File: src/hw/rtl/tplq_pkg.sv
// tplq_pkg: shared types and codes of the three-level priority queue
// no dependencies; imported by the queue top level and its checker
`default_nettype none

package tplq_pkg;

  localparam int unsigned TAG_PORT_W = 16;
  localparam int unsigned OCC_W      = 7;
  localparam int unsigned NUM_CLASS  = 3;

  typedef logic [1:0] code2_t;

  // item mode codes
  localparam code2_t MODE_PUT = 2'd0;
  localparam code2_t MODE_POP = 2'd1;
  localparam code2_t MODE_ACC = 2'd2;

  // class codes
  localparam code2_t CLS_LOW    = 2'd0;
  localparam code2_t CLS_NORMAL = 2'd1;
  localparam code2_t CLS_HIGH   = 2'd2;

  // result status codes
  localparam code2_t STATUS_OK    = 2'd0;
  localparam code2_t STATUS_EMPTY = 2'd1;
  localparam code2_t STATUS_FULL  = 2'd2;

  typedef enum logic [1:0] {
    ST_INIT,
    ST_IDLE,
    ST_EXEC
  } state_e;

  typedef enum logic [1:0] {
    OP_NONE,
    OP_PUT,
    OP_POP,
    OP_ACC
  } op_e;

endpackage

`default_nettype wire

File: src/hw/rtl/three_level_priority_queue_accel.sv
// three_level_priority_queue_accel: top level of the three-class linked-list queue
// depends on tplq_pkg and tplq_ram (payload store and link store)
//
// usage
//   input channel (in_valid_i / in_ready_o) carries one item: mode_i, level_i, tag_i
//   mode put appends tag_i to class level_i, pop removes the oldest entry of the
//   highest non-empty class, accelerate splices the whole low list onto high
//   output channel (out_valid_o / out_ready_i) returns one result for every item:
//   tag_out_o, tag_valid_o, status_o and occupancy_o after the item
//   each item is accepted in the idle state, which issues the read of the link
//   and payload stores; the execute state uses the registered read data, writes
//   back and loads the result register; a new item is taken only in the idle state
//   the result register loads as the execute state finishes, and the result is
//   offered from that register
//   after reset an init pass writes every entry of the link store to build the
//   free chain; in_ready_o stays low during that pass
//   if the receiver stalls with a result pending, the next item waits in the
//   execute state until the result register frees up, so nothing is lost
`default_nettype none

module three_level_priority_queue_accel #(
  parameter int unsigned DEPTH     = 64,
  parameter int unsigned TAG_WIDTH = 16
) (
  input  wire logic                             clk_i,
  input  wire logic                             rst_ni,
  input  wire logic                             in_valid_i,
  output logic                                  in_ready_o,
  input  wire logic [1:0]                       mode_i,
  input  wire logic [1:0]                       level_i,
  input  wire logic [tplq_pkg::TAG_PORT_W-1:0]  tag_i,
  output logic                                  out_valid_o,
  input  wire logic                             out_ready_i,
  output logic      [tplq_pkg::TAG_PORT_W-1:0]  tag_out_o,
  output logic                                  tag_valid_o,
  output logic      [1:0]                       status_o,
  output logic      [tplq_pkg::OCC_W-1:0]       occupancy_o
);

  import tplq_pkg::*;

  localparam int unsigned AW = $clog2(DEPTH);
  localparam int unsigned CW = $clog2(DEPTH + 1);

  // control state
  state_e          state_q, state_d;
  logic [AW-1:0]   init_idx_q, init_idx_d;
  logic            out_valid_q, out_valid_d;

  // list heads, tails and counts, free list head, total fill
  logic [AW-1:0]   head_q [NUM_CLASS];
  logic [AW-1:0]   head_d [NUM_CLASS];
  logic [AW-1:0]   tail_q [NUM_CLASS];
  logic [AW-1:0]   tail_d [NUM_CLASS];
  logic [CW-1:0]   cnt_q  [NUM_CLASS];
  logic [CW-1:0]   cnt_d  [NUM_CLASS];
  logic [AW-1:0]   free_head_q, free_head_d;
  logic [CW-1:0]   occ_q, occ_d;

  // latched item
  op_e             op_q, op_d;
  logic [1:0]      cls_q, cls_d;
  logic [1:0]      ist_q, ist_d;
  logic [TAG_WIDTH-1:0] tag_q, tag_d;

  // result register
  logic [TAG_PORT_W-1:0] tag_out_q, tag_out_d;
  logic            tag_valid_q, tag_valid_d;
  logic [1:0]      status_q, status_d;
  logic [OCC_W-1:0] occupancy_q, occupancy_d;

  // memory ports
  logic            link_we, link_re, pay_we, pay_re;
  logic [AW-1:0]   link_waddr, link_raddr, pay_waddr, pay_raddr;
  logic [AW-1:0]   link_wdata, link_rdata;
  logic [TAG_WIDTH-1:0] pay_rdata;

  logic            accept, go;
  logic [1:0]      pop_cls;
  logic            full;

  assign accept = in_valid_i && in_ready_o;
  // execute state may finish only once the result register is free
  assign go     = !out_valid_q || out_ready_i;
  assign full   = (occ_q == CW'(DEPTH));

  // class that a pop would take from
  always_comb begin
    if (cnt_q[CLS_HIGH] != '0) begin
      pop_cls = CLS_HIGH;
    end else if (cnt_q[CLS_NORMAL] != '0) begin
      pop_cls = CLS_NORMAL;
    end else begin
      pop_cls = CLS_LOW;
    end
  end

  // next state
  always_comb begin
    state_d = state_q;
    case (state_q)
      ST_INIT: begin
        if (init_idx_q == AW'(DEPTH - 1)) begin
          state_d = ST_IDLE;
        end
      end
      ST_IDLE: begin
        if (accept) begin
          state_d = ST_EXEC;
        end
      end
      ST_EXEC: begin
        if (go) begin
          state_d = ST_IDLE;
        end
      end
      default: state_d = ST_INIT;
    endcase
  end

  // datapath and memory control
  always_comb begin
    in_ready_o  = 1'b0;
    init_idx_d  = init_idx_q;
    out_valid_d = out_valid_q && !out_ready_i;
    head_d      = head_q;
    tail_d      = tail_q;
    cnt_d       = cnt_q;
    free_head_d = free_head_q;
    occ_d       = occ_q;
    op_d        = op_q;
    cls_d       = cls_q;
    ist_d       = ist_q;
    tag_d       = tag_q;
    tag_out_d   = tag_out_q;
    tag_valid_d = tag_valid_q;
    status_d    = status_q;
    occupancy_d = occupancy_q;
    link_we     = 1'b0;
    link_waddr  = '0;
    link_wdata  = '0;
    link_re     = 1'b0;
    link_raddr  = '0;
    pay_we      = 1'b0;
    pay_waddr   = '0;
    pay_re      = 1'b0;
    pay_raddr   = '0;

    case (state_q)
      ST_INIT: begin
        // free chain: entry i links to i+1, the last back to entry zero
        link_we    = 1'b1;
        link_waddr = init_idx_q;
        link_wdata = (init_idx_q == AW'(DEPTH - 1)) ? '0 : init_idx_q + 1'b1;
        init_idx_d = init_idx_q + 1'b1;
      end

      ST_IDLE: begin
        in_ready_o = 1'b1;
        if (accept) begin
          tag_d = TAG_WIDTH'(tag_i);
          cls_d = level_i;
          ist_d = STATUS_OK;
          op_d  = OP_NONE;
          case (mode_i)
            MODE_PUT: begin
              if (level_i != 2'd3) begin
                if (full) begin
                  ist_d = STATUS_FULL;
                end else begin
                  op_d = OP_PUT;
                end
              end
            end
            MODE_POP: begin
              cls_d = pop_cls;
              if (occ_q == '0) begin
                ist_d = STATUS_EMPTY;
              end else begin
                op_d = OP_POP;
              end
            end
            MODE_ACC: begin
              if (cnt_q[CLS_LOW] != '0) begin
                op_d = OP_ACC;
              end
            end
            default: op_d = OP_NONE;
          endcase
          // put needs the next free link, pop the link and tag of the head
          link_re    = 1'b1;
          link_raddr = (mode_i == MODE_POP) ? head_q[pop_cls] : free_head_q;
          pay_re     = 1'b1;
          pay_raddr  = head_q[pop_cls];
        end
      end

      ST_EXEC: begin
        if (go) begin
          out_valid_d = 1'b1;
          tag_out_d   = '0;
          tag_valid_d = 1'b0;
          status_d    = ist_q;
          case (op_q)
            OP_PUT: begin
              free_head_d = link_rdata;
              pay_we      = 1'b1;
              pay_waddr   = free_head_q;
              if (cnt_q[cls_q] == '0) begin
                head_d[cls_q] = free_head_q;
              end else begin
                link_we    = 1'b1;
                link_waddr = tail_q[cls_q];
                link_wdata = free_head_q;
              end
              tail_d[cls_q] = free_head_q;
              cnt_d[cls_q]  = cnt_q[cls_q] + 1'b1;
              occ_d         = occ_q + 1'b1;
            end
            OP_POP: begin
              tag_out_d     = TAG_PORT_W'(pay_rdata);
              tag_valid_d   = 1'b1;
              head_d[cls_q] = link_rdata;
              cnt_d[cls_q]  = cnt_q[cls_q] - 1'b1;
              // freed entry goes to the front of the free list
              link_we       = 1'b1;
              link_waddr    = head_q[cls_q];
              link_wdata    = free_head_q;
              free_head_d   = head_q[cls_q];
              occ_d         = occ_q - 1'b1;
            end
            OP_ACC: begin
              if (cnt_q[CLS_HIGH] == '0) begin
                head_d[CLS_HIGH] = head_q[CLS_LOW];
              end else begin
                link_we    = 1'b1;
                link_waddr = tail_q[CLS_HIGH];
                link_wdata = head_q[CLS_LOW];
              end
              tail_d[CLS_HIGH] = tail_q[CLS_LOW];
              cnt_d[CLS_HIGH]  = cnt_q[CLS_HIGH] + cnt_q[CLS_LOW];
              cnt_d[CLS_LOW]   = '0;
              head_d[CLS_LOW]  = '0;
              tail_d[CLS_LOW]  = '0;
            end
            default: begin
              tag_out_d = '0;
            end
          endcase
          occupancy_d = OCC_W'(occ_d);
        end
      end

      default: begin
        in_ready_o = 1'b0;
      end
    endcase
  end

  always_ff @(posedge clk_i or negedge rst_ni) begin
    if (!rst_ni) begin
      state_q     <= ST_INIT;
      init_idx_q  <= '0;
      out_valid_q <= 1'b0;
      free_head_q <= '0;
      occ_q       <= '0;
      op_q        <= OP_NONE;
      for (int i = 0; i < NUM_CLASS; i++) begin
        head_q[i] <= '0;
        tail_q[i] <= '0;
        cnt_q[i]  <= '0;
      end
    end else begin
      state_q     <= state_d;
      init_idx_q  <= init_idx_d;
      out_valid_q <= out_valid_d;
      free_head_q <= free_head_d;
      occ_q       <= occ_d;
      op_q        <= op_d;
      head_q      <= head_d;
      tail_q      <= tail_d;
      cnt_q       <= cnt_d;
    end
  end

  // payload registers, no reset
  always_ff @(posedge clk_i) begin
    cls_q       <= cls_d;
    ist_q       <= ist_d;
    tag_q       <= tag_d;
    tag_out_q   <= tag_out_d;
    tag_valid_q <= tag_valid_d;
    status_q    <= status_d;
    occupancy_q <= occupancy_d;
  end

  tplq_ram #(
    .WIDTH (AW),
    .DEPTH (DEPTH)
  ) u_link_ram (
    .clk_i   (clk_i),
    .we_i    (link_we),
    .waddr_i (link_waddr),
    .wdata_i (link_wdata),
    .re_i    (link_re),
    .raddr_i (link_raddr),
    .rdata_o (link_rdata)
  );

  tplq_ram #(
    .WIDTH (TAG_WIDTH),
    .DEPTH (DEPTH)
  ) u_pay_ram (
    .clk_i   (clk_i),
    .we_i    (pay_we),
    .waddr_i (pay_waddr),
    .wdata_i (tag_q),
    .re_i    (pay_re),
    .raddr_i (pay_raddr),
    .rdata_o (pay_rdata)
  );

  assign out_valid_o = out_valid_q;
  assign tag_out_o   = tag_out_q;
  assign tag_valid_o = tag_valid_q;
  assign status_o    = status_q;
  assign occupancy_o = occupancy_q;

endmodule

`default_nettype wire

File: src/hw/rtl/tplq_ram.sv
// tplq_ram: generic simple dual-port ram, one write port, one registered read port
// no dependencies
`default_nettype none

module tplq_ram #(
  parameter int unsigned WIDTH = 16,
  parameter int unsigned DEPTH = 64
) (
  input  wire logic                     clk_i,
  input  wire logic                     we_i,
  input  wire logic [$clog2(DEPTH)-1:0] waddr_i,
  input  wire logic [WIDTH-1:0]         wdata_i,
  input  wire logic                     re_i,
  input  wire logic [$clog2(DEPTH)-1:0] raddr_i,
  output logic      [WIDTH-1:0]         rdata_o
);

  logic [WIDTH-1:0] mem_q [DEPTH];

  always_ff @(posedge clk_i) begin
    if (we_i) begin
      mem_q[waddr_i] <= wdata_i;
    end
  end

  // read data holds while no read is issued
  always_ff @(posedge clk_i) begin
    if (re_i) begin
      rdata_o <= mem_q[raddr_i];
    end
  end

endmodule

`default_nettype wire

File: config.mk
export PLATFORM = sky130hd
export DESIGN_NAME = three_level_priority_queue_accel
export DESIGN_NICKNAME = d
export VERILOG_FILES = /design/src/hw/rtl/tplq_pkg.sv /design/src/hw/rtl/three_level_priority_queue_accel.sv /design/src/hw/rtl/tplq_ram.sv
export SDC_FILE = /design/constraint.sdc
export NUM_CORES = 2
export LEC_CHECK = 0
export CORE_UTILIZATION = 40
export CTS_CLUSTER_SIZE = 14
export DETAILED_ROUTE_END_ITERATION = 6
export DONT_BUFFER_PORTS = 1
export PLACE_DENSITY = 0.57
export SLEW_MARGIN = 20
export SYNTH_ARGS = -nofsm -noshare
export SYNTH_HDL_FRONTEND = slang
export SYNTH_SLANG_ARGS = --single-unit
File: constraint.sdc
create_clock -name clk_i -period 15.77 [get_ports clk_i]
set_clock_uncertainty 0.1 [all_clocks]
set_input_delay 0.7885 -clock clk_i [delete_from_list [all_inputs] [get_ports clk_i]]
set_output_delay 0.7885 -clock clk_i [all_outputs]
set_load 0.03 [all_outputs]
==> results.json <==
{
  "cp_max_fo": 75,
  "maxSlewViolCount": 0,
  "rows": 146,
  "avgSynthCellArea_um2": 13.4,
  "final_cell_mix": "edfxtp_1, nand2_1, nor2_1, nand3_1, o21ai_0",
  "gr-total-overflow": 0,
  "critPathArrivalTime_ns": 6.03,
  "required_ns": 16.16,
  "cts_tree": "yes",
  "end_kind": "flop",
  "coreArea_um2": 159000,
  "rsz0062_at_grt": "false",
  "hold_ws_ns": 0.0739,
  "initial_core_util_pct": 40.4,
  "ys_ff_latch": 1557,
  "max-vdd-ir-drop_uv": 215,
  "maxSlewHeadroom_pct": 21.9,
  "synth_simple_gate_area_share_pct": 11.8,
  "yosysWarnings": 0,
  "async_flop_share_pct": 5.20,
  "min_period_ns": 5.65,
  "drt-total-wl_um": 184000,
  "crit_path_start_kind": "flop",
  "numPortBuffers": 0,
  "area_growth_pct": 12.1,
  "drive_gt1_share_pct": 9.45,
  "synthXorXnorAreaFrac_pct": 0.478,
  "syn_inst": 4767,
  "fin_util_pct": 45.3,
  "clockBufferDepth": 3,
  "h-tree-depth": 4,
  "clkSinkCount": 1557,
  "vias": 40900,
  "vias_per_cell": 5.85,
  "power_density_nw_per_um2": 156,
  "floorplan.die_area_um2": 162000,
  "ant_nets": 0,
  "synth-compound-area-share_pct": 10.5,
  "ys.flop_type": "edfxtp_1",
  "critPathKind": "reg -> reg",
  "setup_viol": 0,
  "clock_tree.root_cell": "clkbuf_16",
  "clk_latency_ns": 0.82,
  "hold_violations": 0,
  "synth_top_family_by_area": "simple AND/OR/NAND/NOR gates",
  "boundaryPins": 52,
  "outcome": "complete, no violations",
  "p_leak_uw": 0.0240,
  "synth_cell_types": 85,
  "synth_fa_ha_area_share_pct": 0.433,
  "synth_edf_count": 1476,
  "cap_violations": 0,
  "drc_errors": 0,
  "period_share_pct": 35.8,
  "grt_pass1_wl_um": 268000,
  "fin_nets": 4828,
  "worst-slew-pin-transition_ns": 1.16,
  "synth_nets": 4812,
  "track_usage_pct": 22.4,
  "firstDrtPassIters": 6,
  "grt_max_degree": 163,
  "dp_hpwl_um": 104000,
  "gp_congestion": 0.853,
  "cts_buffers": 162,
  "final_common_cell": "edfxtp_1",
  "clkTransAtPathRegs_ns": 0.06,
  "muxShareOfSynthArea_pct": 2.18,
  "fin_tns_setup_ns": 0,
  "die_h_um": 402,
  "die_x_um": 402,
  "first_iter_violations": 4805,
  "syn_area_um2": 64100,
  "hp-class": "in -> reg",
  "avgRoutedWirePerCell_um": 26.4,
  "seq_area_frac_synth_pct": 72.3,
  "fmax_mhz": 177,
  "grt_pass1_vias": 38000,
  "antenna_found_initial": 9
}
-- path summary, 6_finish.rpt --
kind / endpoint / start / slack [ns] / cells after the start
min in group asynchronous: out_valid_o / rst_ni / 0.45 / 2
max in group asynchronous: init_idx_q[3] / rst_ni / 14.67 / 2
worst min-delay path: cls_q[1] / level_i[1] / 0.07 / 2
worst min register to register: tail_q[0] / tail_q[0] / 0.40 / 2
worst max register to register: u_link_ram.rdata_o[2] / state_q[1] / 10.12 / 12
worst max-delay path: u_link_ram.rdata_o[2] / state_q[1] / 10.12 / 12
-- state kept, by name (all words and copies together) (netlist names), 6 cells and up --
signal and cells:
occupancy_o 7, u_pay_ram.rdata_o 16, tail_q 18, tag_q 16, u_link_ram.rdata_o 6, u_pay_ram.mem_q 1024, tag_out_o 16, free_head_q 6
occ_q 7, head_q 18, u_link_ram.mem_q 384, init_idx_q 6, cnt_q 21
-- where the power goes --
part           internal (µW)  switching (µW)  total [µW]
sequential              5130             181        5320
combinational            578            1700        2270
clock                   2030            1610        3650
total                   7750            3490       11200
-- critical path, cell delays in order, from the launching register on --
cell,delay [ns]
dfrtp_1,0.44
and2b_1,0.66
nand2_8,0.45
inv_4,0.64
nand2_1,0.25
a311o_2,0.43
nand2_2,0.07
buf_4,0.69
mux2_1,0.40
o21ai_0,0.14
a21oi_1,0.11
o41ai_1,0.62
o22ai_1,0.15
-- through the flow --
step	setup slack, ns	total power [µW]	instance area [µm²]	instances
final	10.12	11200	71900	6986
after global routing	9.87	11600	71900	6986
after CTS	10.16	11300	71900	6984
after detailed placement	10.22	7650	66600	6673
after global placement	10.25	7620	66600	6673
after floorplan	10.25	6720	64100	4767
-- layout make-up --
cell class / instances / area, µm²
antenna: 2 / 5.00
clock buffer: 203 / 4290
multi-input combinational: 2882 / 16500
tap: 2072 / 2590
timing repair buffer: 162 / 1330
inverter: 18 / 70.1
sequential: 1557 / 46300
clock inverter: 90 / 727
fill: 13900 / 86900
-- layer usage --
| metal | vias to the layer above | routed length (µm) | share of wire, % | track usage, % |
|---|---|---|---|---|
| met5 | - | 23 | 0.012 | 0 |
| met4 | 4 | 4230 | 2.3 | 6.33 |
| met3 | 249 | 15500 | 8.4 | 4.37 |
| met2 | 1814 | 81900 | 44 | 33.0 |
| met1 | 20800 | 82700 | 45 | 33.6 |
| li1 | 18100 | - | - | - |
-- synth_stat cells (33+ instances only) --
master / instances / area share, %
a31oi_1: 100 / 0.98
nor3_1: 140 / 1.1
o21a_1: 49 / 0.57
edfxtp_1: 1476 / 69
mux2i_1: 96 / 1.5
dfrtp_1: 81 / 3.2
nand2_1: 812 / 4.8
clkbuf_1: 150 / 0.88
nor2_1: 314 / 1.8
a22oi_1: 88 / 1.0
o22ai_1: 34 / 0.33
and2_1: 51 / 0.50
mux2_2: 36 / 0.63
buf_2: 121 / 0.94
a32oi_1: 33 / 0.45
a21oi_1: 139 / 1.1
nand3_1: 250 / 2.0
a21o_1: 40 / 0.47
o21ai_0: 196 / 1.5
a211oi_1: 60 / 0.70
-- repair_timing --
item / CTS / global route
hold buffers: 18 / 0
hold endpoints to repair: 97 / 0
resized for setup: 0 / 0
buffers inserted: 0 / 0
-- cell families (layout without fill, tap and decap cells) --
| group | after synthesis | after routing |
|---|---|---|
| muxes | 135 | 135 |
| DFF | 1557 | 1557 |
| other | 0 | 2 |
| AOI/OAI and AO/OA | 976 | 976 |
| adders and majority gates | 21 | 21 |
| xor gates and xnor gates | 35 | 35 |
| buffers and inverters | 328 | 473 |
| and+or+nand+nor | 1715 | 1715 |
Power figures use the tool's default switching activity.
